<file path="src/hdl/ptq_pkg.sv">
`timescale 1ns / 1ps
// Package for the periodic timer queue: command and result beat types,
// command/status codes, FSM states and the control bundle sent to the cells.
// No dependencies.
package ptq_pkg;

  // Default table size
  localparam int unsigned TIMERS_DEF = 16;

  localparam int unsigned TIME_W   = 63;
  localparam int unsigned PERIOD_W = 40;
  localparam int unsigned ID_W     = 4;

  localparam logic [TIME_W-1:0] TIME_MAX = {TIME_W{1'b1}};

  // Command codes
  localparam logic [1:0] CMD_REGISTER = 2'd0;
  localparam logic [1:0] CMD_CANCEL   = 2'd1;
  localparam logic [1:0] CMD_ADVANCE  = 2'd2;

  // Result kinds
  localparam logic KIND_STATUS = 1'b0;
  localparam logic KIND_EVENT  = 1'b1;

  typedef enum logic [1:0] {
    ST_OK          = 2'd0,
    ST_NULL_EXPIRY = 2'd1,
    ST_ARMED       = 2'd2,
    ST_NOT_ARMED   = 2'd3
  } ptq_status_t;

  typedef enum logic [1:0] {
    S_IDLE,
    S_SCAN,
    S_EMIT
  } ptq_state_t;

  // Command beat
  typedef struct packed {
    logic [1:0]          command;
    logic [ID_W-1:0]     timer_id;
    logic [TIME_W-1:0]   expiry_time;
    logic [PERIOD_W-1:0] period_us;
    logic [TIME_W-1:0]   now_time;
  } ptq_in_t;

  // Result beat
  typedef struct packed {
    logic              kind;
    logic [ID_W-1:0]   fired_id;
    logic [TIME_W-1:0] fire_time;
    logic [1:0]        status;
    logic              last;
  } ptq_out_t;

  // Control broadcast from the sequencer to every cell
  typedef struct packed {
    logic eval;  // command accepted: latch due flag, load ring token
    logic adv;   // accepted command is an advance
    logic wr;    // arm the addressed slot
    logic clr;   // disarm the addressed slot
    logic step;  // compare held token, then pass it on
    logic fire;  // event beat taken: the hitting cell moves its expiry on
  } ptq_ctl_t;

endpackage

</file>
<file path="src/hdl/ptq_cell.sv">
`timescale 1ns / 1ps
// One timer slot of the queue: armed flag, expiry, period, due flag, rank
// counter and one stage of the token ring. Depends on ptq_pkg.
module ptq_cell import ptq_pkg::*; #(
  parameter int unsigned TIMERS  = TIMERS_DEF,
  parameter int unsigned CELL_ID = 0
) (
  input  logic                               clk,
  input  logic                               rst,
  input  ptq_ctl_t                           ctl,
  input  ptq_in_t                            cmd,
  input  logic [$clog2(TIMERS+1)-1:0]        k,
  input  logic                               tok_due_in,
  input  logic [TIME_W-1:0]                  tok_exp_in,
  input  logic [$clog2(TIMERS)-1:0]          tok_id_in,
  output logic                               tok_due,
  output logic [TIME_W-1:0]                  tok_exp,
  output logic [$clog2(TIMERS)-1:0]          tok_id,
  output logic                               armed,
  output logic                               sel,
  output logic                               hit
);

  localparam int unsigned IW = $clog2(TIMERS);
  localparam int unsigned CW = $clog2(TIMERS+1);
  localparam logic [IW-1:0] OWN_ID = IW'(CELL_ID);

  logic [TIME_W-1:0]   expiry;
  logic [PERIOD_W-1:0] period;
  logic                due;
  logic [IW-1:0]       rank;

  logic              match;
  logic              due_now;
  logic              less;
  logic [TIME_W:0]   sum;
  logic [TIME_W-1:0] exp_next;

  // Slot addressing and due test
  assign match   = (32'(cmd.timer_id) == 32'(CELL_ID));
  assign sel     = armed && match;
  assign due_now = armed && (expiry <= cmd.now_time);

  // Held token orders before this slot: lower expiry, then lower id
  assign less = (tok_exp < expiry) || ((tok_exp == expiry) && (tok_id < OWN_ID));

  // Rank equals the emit counter: this slot fires now
  assign hit = due && (CW'(rank) == k);

  // Next expiry, saturated at the time maximum
  assign sum      = {1'b0, expiry} + {{(TIME_W+1-PERIOD_W){1'b0}}, period};
  assign exp_next = sum[TIME_W] ? TIME_MAX : sum[TIME_W-1:0];

  // Control state
  always_ff @(posedge clk) begin
    if (rst) begin
      armed <= 1'b0;
      due   <= 1'b0;
      rank  <= '0;
    end else begin
      if (ctl.wr && match) begin
        armed <= 1'b1;
      end else if (ctl.clr && match) begin
        armed <= 1'b0;
      end
      if (ctl.eval) begin
        due  <= ctl.adv && due_now;
        rank <= '0;
      end else if (ctl.step && tok_due && less) begin
        rank <= rank + 1'b1;
      end
    end
  end

  // Slot payload
  always_ff @(posedge clk) begin
    if (ctl.wr && match) begin
      expiry <= cmd.expiry_time;
      period <= cmd.period_us;
    end else if (ctl.fire && hit) begin
      expiry <= exp_next;
    end
  end

  // Ring token: own key on evaluation, neighbour's key on each step
  always_ff @(posedge clk) begin
    if (ctl.eval) begin
      tok_due <= due_now;
      tok_exp <= expiry;
      tok_id  <= OWN_ID;
    end else if (ctl.step) begin
      tok_due <= tok_due_in;
      tok_exp <= tok_exp_in;
      tok_id  <= tok_id_in;
    end
  end

endmodule

</file>
<file path="config.mk">
export PLATFORM = sky130hd
export DESIGN_NAME = ptq_cell
export DESIGN_NICKNAME = d
export VERILOG_FILES = /design/src/hdl/ptq_pkg.sv /design/src/hdl/ptq_cell.sv
export SDC_FILE = /design/constraint.sdc
export NUM_CORES = 1
export LEC_CHECK = 0
export ABC_AREA = 1
export BUFFER_PORTS_ARGS = -buffer_cell sky130_fd_sc_hd__buf_2
export CORE_UTILIZATION = 61
export CTS_CLUSTER_DIAMETER = 60
export DETAILED_ROUTE_END_ITERATION = 12
export PLACE_DENSITY = 0.88
export SKIP_LAST_GASP = 1
export SLEW_MARGIN = 25
export SYNTH_ARGS = -nofsm -noshare
export SYNTH_HDL_FRONTEND = slang
export SYNTH_SLANG_ARGS = --single-unit
</file>
<file path="constraint.sdc">
create_clock -name clk -period 7.45 [get_ports clk]
set_input_delay 1.49 -clock clk [delete_from_list [all_inputs] [get_ports clk]]
set_output_delay 1.49 -clock clk [all_outputs]
set_load 0.1 [all_outputs]
</file>
==> Word-level counts from Yosys, hierarchy flattened <==
Index checks and enable logic that the tools add are counted.
{ "classes": {"n_lt_le_gt_ge": 3, "add_sub_neg": 2, "eq_ne": 2, "mux": 9, "reduce_logical": 16} }
{ "ops": {"columns": ["op", "count"], "rows": [
  ["$mux 63", 5],
  ["$add 63x40->64", 1],
  ["$eq 63x63->1", 1],
  ["$le 63x63->1", 1],
  ["$lt 63x63->1", 1],
  ["$logic_and 1x1->1", 10],
  ["$reduce_bool 2->1", 3],
  ["$eq 4x5->1", 1],
  ["$add 4x1->4 const B", 1],
  ["$logic_not 4->1", 1],
  ["$lt 4x1->1 const B", 1],
  ["$mux 1", 4],
  ["$reduce_or 2->1", 1],
  ["$logic_or 1x1->1", 1]
]} }
{ "word_totals": {"elab_cells": 40, "out_inout_bits": 71, "ff_bits": 177} }

==> Logic depth before layout (Yosys ltp) <==
Gate-level depths: netlist of run 1.
{ "depth": {"depth_word": 5, "ltp_mapped": 16, "depth_no_buf": 16} }

==> Worst setup path after synthesis of run 1 <==
Ideal clock, no wire load.
{ "synth_path": {"path_kind": "input to register", "startpoint": "in k[0]", "endpoint": "reg expiry[0] (enable)", "required_ps": 7027, "setup_slack_ps": -1129, "path_buffers": 0, "cell_stages": 7, "t_arrival_ps": 8157, "path_cell_list": "nand2_1 o21ai_0 nor2_1 nand3_1 a2111oi_0 nand2_1 nand2_1"} }
{ "synth_via": {"elab_chain_len": 4} }
{ "synth_lines": {"columns": ["item", "line_no", "rtl"], "rows": [
  ["from (decl)", "ptq_cell.sv:12", "input logic [$clog2(TIMERS+1)-1:0] k,"],
  ["$eq 4x5->1", "ptq_cell.sv:48", "assign hit = due && (CW'(rank) == k);"],
  ["$logic_and 1x1->1", "ptq_cell.sv:48", null],
  ["net hit", "ptq_cell.sv:21", "output logic hit"],
  ["$logic_and 1x1->1", "ptq_cell.sv:80", "end else if (ctl.fire && hit) begin"],
  ["$reduce_bool 2->1 (no line)", null, null],
  ["to (signal assigned)", "ptq_cell.sv:78", "expiry <= cmd.expiry_time;"],
  ["to (signal assigned)", "ptq_cell.sv:81", "expiry <= exp_next;"],
  ["to (decl)", "ptq_cell.sv:28", "logic [TIME_W-1:0] expiry;"]
]} }
The timed path passes the listed nets, and every way through them passes these cells.
A chain may end at the register's enable or synchronous reset.

==> Worst setup path in the final report of run 1 <==
{ "layout_path": {"startpoint": "in cmd[167] in the netlist's numbering", "endpoint": "out sel"} }
{ "layout_via": {"elab_chain_len": 2} }
{ "layout_lines": {"columns": ["item", "line_no", "rtl"], "rows": [
  ["from (decl)", "ptq_cell.sv:11", "input ptq_in_t cmd,"],
  ["$logic_not 4->1", "ptq_cell.sv:40", "assign match = (32'(cmd.timer_id) == 32'(CELL_ID));"],
  ["$logic_and 1x1->1", "ptq_cell.sv:41", "assign sel = armed && match;"],
  ["to (decl)", "ptq_cell.sv:20", "output logic sel,"]
]} }
Every way passes these cells.

==> results of run 1 <==
## how the worst max path moves through the flow
| stage | startpoint | endpoint | slack [ns] |
|---|---|---|---|
| final | cmd[167] | sel | 3.13 |
| after CTS | cmd[167] | sel | 3.10 |
| after global placement | cmd[167] | sel | 3.18 |
| after global routing | k[0] | hit | 3.02 |
| after detailed placement | cmd[167] | sel | 3.10 |
| after floorplan | k[1] | expiry[0] | 0.33 |
## cells in the final DEF (no fill, tap or decap), drive strengths merged, types with 2 or more instances in the layout
master,synthesis,final
edfxtp,167,167
buf,6,327
nand2,693,693
and3,2,2
nor2,273,273
a21o,6,6
a21oi,119,119
xor2,4,4
o21ai,90,90
and2,2,2
clkbuf,20,18
o21bai,5,5
dfxtp,10,10
o21a,8,8
clkinvlp,0,2
nor4,7,7
nor3,16,16
inv,406,412
nand3,85,85
clkinv,0,6
xnor2,30,30
nand4,33,33
ha,166,166
## stage by stage
step | instances | worst slack (ns)
floorplan | 2153 | 0.331
global placement | 2777 | 3.18
detailed placement | 2777 | 3.10
CTS | 2809 | 3.10
global route | 2810 | 3.02
finish | 2811 | 3.13
## worst max-delay path, delay by kind of cell
kind,cells,cell delay (ns)
buffers and inverters,2,0.51
AND/OR/NAND/NOR,2,0.82
## metal layers
layer | vias up | routed length, um
li1 | 7484 | -
met1 | 6966 | 20000
met2 | 774 | 22500
met3 | 116 | 4630
met4 | 0 | 1600
met5 | - | 0
## cells by family (layout without fill, tap and decap cells)
logic type,count (synthesis),after routing,synth area share [%]
AND/OR/NAND/NOR,1113,1113,30.4
buffers and inverters,432,765,11.0
AO/OA/AOI/OAI,230,230,8.07
flip-flops,177,177,34.6
adder cells (fa/ha/maj),167,167,13.9
XOR/XNOR,34,34,1.98
other,0,1,0
## area by class of cell
cell class / count / area, um^2
clock inverters: 14 / 125
inverters: 406 / 1530
repair buffers: 327 / 1670
well taps: 324 / 405
fillers: 1948 / 6670
multi-input cells: 1544 / 8200
diodes: 1 / 2.50
flip-flops and latches: 177 / 5220
clock buffers: 18 / 429
## registers in the layout, indices dropped and copies added (netlist names)
| signal | flops |
|---|---|
| armed | 1 |
| due | 1 |
| expiry | 63 |
| period | 40 |
| rank | 4 |
| tok_due | 1 |
| tok_exp | 63 |
| tok_id | 4 |
## power groups by stage
stage               Combinational, mW  Sequential (mW)  Clock [mW]
finish                          0.579             1.15       0.892
global route                    0.623             1.16       0.916
CTS                             0.573             1.15       0.887
detailed placement              0.571             1.18           0
global placement                0.551             1.17           0
floorplan                       0.199             1.38           0
==> run metrics, run 1 <==
Synth Instances=2153; CP Class=input pin to output pin; R2R depth=12; CP peak stage delay=0.61 ns; final setup fails=0; biggest area consumer among synthesized cells=edfxtp_1; CP dominant cell by count=buf_2; final hold viol count=0; routed vias/inst=5.46; min-delay src=due; die area=0.0253 mm^2; largest net degree at the start of global routing=68; post-synthesis register bit count=177; r2r endpoint=expiry[15]; area share of the largest cell type after synthesis=33.3%; final instance area=0.0176 mm^2; Reg-to-Reg Start=expiry[2]; Hold Crit Class=register to register; Critical Path RT=5.96 ns; Mapped Area=0.0151 mm^2; FF-to-FF setup slack=4.34 ns; Internal Power=1.73 mW; Worst-path clk slew=0.08 ns; met1 Use GR=50.4%; Worst EP arrival=2.83 ns; dominant cell by count in the synthesized netlist=nand2_1; Initial Util=62.1%; die extent in x=159 um; I/O Pins=324; Min-Delay Endpoint=due; CTS Buf Count=17; RSZ-0062 raised after global routing=false; Synth area leaders=edfxtp_1 (33%), nand2_1 (17%), ha_1 (14%); placed instance area=0.0170 mm^2; top cells by count, synth=nand2_1 (687), inv_1 (401), nor2_1 (233); crit-path cells=buf_2 -> nor4_1 -> and2_1 -> buf_2; status=completed; hold slack=0.466 ns; Logic pwr share=22.1%; clock power share=34.0%; crit path max-delay cell type=nor4_1; Final HPWL DP=40000 um; number of synthesized flops with an enable pin=167; Power Total=2.62 mW; Port Buffer Count=321; CORE AREA=0.0242 mm^2; Worst Tran Pin Value=0.945 ns; Slew HR=37.0%; Root Driver=clkbuf_16; drt first pass iters=5; Starting DRT DRC Count=1637; Post-CTS Setup Inserts=0; maximum root-to-sink buffer count=2; Detail Route Antenna Nets=0; FMAX=231 MHz; GP Congestion=0.981; hold path depth=2; layout cell share with drive strength beyond 1=16.7%; syn nets=2573; cell row count=57; Clock Latency Late Sink=0.44 ns; area grow syn2layout=16.7%; clk_skew=0.0160 ns; Startpoint Class=input pin; H-tree levels=4; Final nets=2893; CTS tree=built; Slew Viols, Final=0; Total GRT Usage=38.6%; vias in the first global route=14800; Max Cap Violations=0; number of remaining DRC errors=0; Reg power frac=44.0%; final cycle utilization of the critical path=58.0%; Leak Pwr=9.55 nW; # clock sinks=177; setup TNS=0 ns; Tmin final=4.32 ns; Setup crit end kind=output pin; Die Ht=159 um; grt met2 use=64.5%; Wirelength per Cell=17.3 um; Sw Pwr=0.894 mW; Core Util, Final=72.5%; hold_buf cts=0; WL final=48700 um; DR vias=15300; layer with the highest usage=met2; Syn Area/Cell=7.00 um^2; global-route wire length before repair=75500 um; number of warnings issued by yosys=0; Async SR Flop Fraction=0%; initial antenna violation count=1; Synth cell types=37; grt ovf=0; sequential share of the synthesized area=34.6%; Primary FF master, synth=edfxtp_1; Net Sw Frac=34.0%; critical path peak fanout=3; post-cts resize count=0; Peak VDD IR=0.125 mV; met3 Usage GRT=6.75%; pwr dens=149 mW/mm^2
No activity file was read; power rests on OpenSTA's default activity.
==> inputs of run 2 (changes only) <==
ABC_AREA = 0   (was 1)
CORE_UTILIZATION = 55   (was 61)
PLACE_DENSITY = 0.82   (was 0.88)
clock period = 4.2 ns   (was 7.45 ns; I/O delays follow)
==> run metrics, run 2 <==
clock power share=36.1% (+2.1 points); Startpoint Class=register; Starting DRT DRC Count=1051 (-36%); number of remaining DRC errors=0 (unchanged); largest net degree at the start of global routing=64 (-5.9%); RSZ-0062 raised after global routing=false; Root Driver=clkbuf_16; Primary FF master, synth=edfxtp_1; Setup crit end kind=register; DR vias=11300 (-26%); Hold Crit Class=register to register; initial antenna violation count=5 (+4); Internal Power=3.24 mW (+87%); sequential share of the synthesized area=40.9% (+6.3 points); Worst-path clk slew=0.07 ns (about the same); FF-to-FF setup slack=0.34 ns (-4.00 ns); Synth Instances=1263 (-41%); I/O Pins=324 (unchanged); top cells by count, synth=edfxtp_1 (167), ha_1 (166), inv_1 (143); R2R depth=10 (-2); leading cell type in the layout, fill and taps excluded=buf_2; Synth area leaders=edfxtp_1 (39%), ha_1 (16%), mux2_2 (5.6%); CORE AREA=0.0227 mm^2 (-6.3%); critical path peak fanout=11 (+8); number of warnings issued by yosys=0 (unchanged); CP Class=register to register; CTS Buf Count=17 (unchanged); Final HPWL DP=28700 um (-28%); Syn Area/Cell=10.1 um^2 (+44%); drt first pass iters=5 (unchanged); Mapped Area=0.0127 mm^2 (-15%); Worst EP arrival=4.14 ns (+1.31 ns); Reg power frac=43.9% (about the same); Initial Util=56.1% (-6.0 points); Total GRT Usage=31.1% (-7.5 points); vias in the first global route=11200 (-25%); clk_skew=0.0121 ns (-0.00389 ns); grt ovf=0 (unchanged); Net Sw Frac=30.4% (-3.7 points); Logic pwr share=20.0% (-2.1 points); # clock sinks=177 (unchanged); Slew HR=39.2% (+2.2 points); global-route wire length before repair=57300 um (-24%); area grow syn2layout=19.8%; FMAX=259 MHz; GP Congestion=0.950 (-3.2%); Peak VDD IR=0.237 mV (+89%); hold_buf cts=0 (unchanged); Async SR Flop Fraction=0% (unchanged); H-tree levels=4 (unchanged); maximum root-to-sink buffer count=2 (unchanged); die extent in x=154 um (-3.1%); Clock Latency Late Sink=0.44 ns (about the same); status=completed; syn nets=1683 (-35%); post-synthesis register bit count=177 (unchanged); pwr dens=305 mW/mm^2 (+100%); CTS tree=built; most frequent cells in the layout=buf_2 (321), edfxtp_1 (167), ha_1 (166); final setup fails=0 (unchanged); area share of the largest cell type after synthesis=39.3% (+6.0 points); Reg-to-Reg Start=expiry[7]; Synth cell types=66 (+78%); Worst Tran Pin Value=0.912 ns (-0.0336 ns); Detail Route Antenna Nets=0 (unchanged); dominant cell by count in the synthesized netlist=edfxtp_1; Slew Viols, Final=0 (unchanged); hold path depth=2 (unchanged); number of synthesized flops with an enable pin=167 (unchanged); Wirelength per Cell=19.6 um (+13%); Max Cap Violations=0 (unchanged); Core Util, Final=67.3% (-5.2 points); final cycle utilization of the critical path=91.8%; biggest area consumer among synthesized cells=edfxtp_1; Critical Path RT=4.48 ns (-1.48 ns); Leak Pwr=7.23 nW (-24%); Largest regs=expiry: 63 flops, tok_exp: 63 flops, period: 40 flops; Post-CTS Setup Inserts=0 (unchanged); cell row count=55 (-3.5%); Min-Delay Endpoint=due; Final nets=2000 (-31%); Die Ht=154 um (-3.1%); setup TNS=0 ns (unchanged); post-cts resize count=0 (unchanged); min-delay src=due; routed vias/inst=6.02 (+10%); Tmin final=3.86 ns; die area=0.0238 mm^2 (-6.1%); final hold viol count=0 (unchanged); Port Buffer Count=321 (unchanged); layout cell share with drive strength beyond 1=28.1% (+11 points); r2r endpoint=expiry[50]; Sw Pwr=1.42 mW (+59%); WL final=36800 um (-24%)
[run 2: changes by cell type after synthesis, sizes merged, moves of 9 or more]
cell,change
nand4,+12
nand3,-59
a21oi,+10
o21ai,-40
a31oi,+9
a211oi,+9
xor2,+18
mux2,+63
inv,-263
nor2,-166
a21o,+62
nand2,-641
[run 2: per-stage QoR]
stage | total power, mW | cells | hold slack (ns) | setup WS [ns] | instance area (um^2)
finish | 4.66 | 1884 | 0.461 | 0.342 | 15300
global route | 4.80 | 1883 | 0.485 | 0.199 | 15300
CTS | 4.66 | 1878 | 0.462 | 0.284 | 15300
detailed placement | 3.01 | 1846 | 0.446 | 0.384 | 14600
global placement | 2.98 | 1846 | 0.437 | 0.438 | 14600
floorplan | 2.73 | 1263 | 0.425 | 0.318 | 12700
[run 2: worst max-delay path, stage by stage (launching register included)]
cell and delay [ns]:
edfxtp_1 0.45, ha_1 0.46, nand3_2 0.13, o211ai_1 0.26
o2111ai_1 0.24, a2111oi_2 0.55, o2111a_2 0.32, o2111ai_4 0.20
a211o_1 0.45, or4_1 0.44, a31oi_1 0.20
[run 2: area by class of cell]
type,count,area [um^2]
diodes,6,15.0
clock buffers,18,429
clock inverters,14,176
fillers,1792,7430
inverters,143,537
multi-input cells,905,6800
flip-flops and latches,177,5220
well taps,285,357
repair buffers,336,1740
[run 2: worst max-delay path by stage]
stage | endpoint | from | depth (start not counted) | slack (ns)
after global routing | expiry[50] | expiry[7] | 10 | 0.20
final | expiry[50] | expiry[7] | 10 | 0.34
after floorplan | expiry[0] | k[0] | 4 | 0.32
after CTS | expiry[56] | expiry[7] | 10 | 0.28
after detailed placement | expiry[60] | expiry[7] | 10 | 0.38
after global placement | expiry[60] | expiry[7] | 10 | 0.44
[run 2: power by group through the flow]
stage                     clock network, mW  registers, mW  logic [mW]
final                                  1.68           2.05       0.932
after global routing                   1.75           2.05       0.995
after CTS                              1.69           2.04       0.928
after detailed placement                  0           2.08       0.923
after global placement                    0           2.08       0.899
after floorplan                           0           2.41       0.320
[run 2: cells by family after synthesis]
group | after synthesis | share of synthesized area [%]
buffers and inverters | 181 | 5.82
XOR/XNOR | 51 | 3.50
AO/OA/AOI/OAI | 331 | 16.5
adder cells (fa/ha/maj) | 167 | 16.5
multiplexers | 68 | 5.96
flip-flops | 177 | 40.9
AND/OR/NAND/NOR | 288 | 10.9
[run 2: routing by layer]
metal	global-route usage [%]	vias up	routed length [um]
li1	-	5306	-
met3	5.16	116	2820
met1	39.3	5323	14800
met2	51.8	595	17500
met4	15.7	0	1710
met5	0	-	0
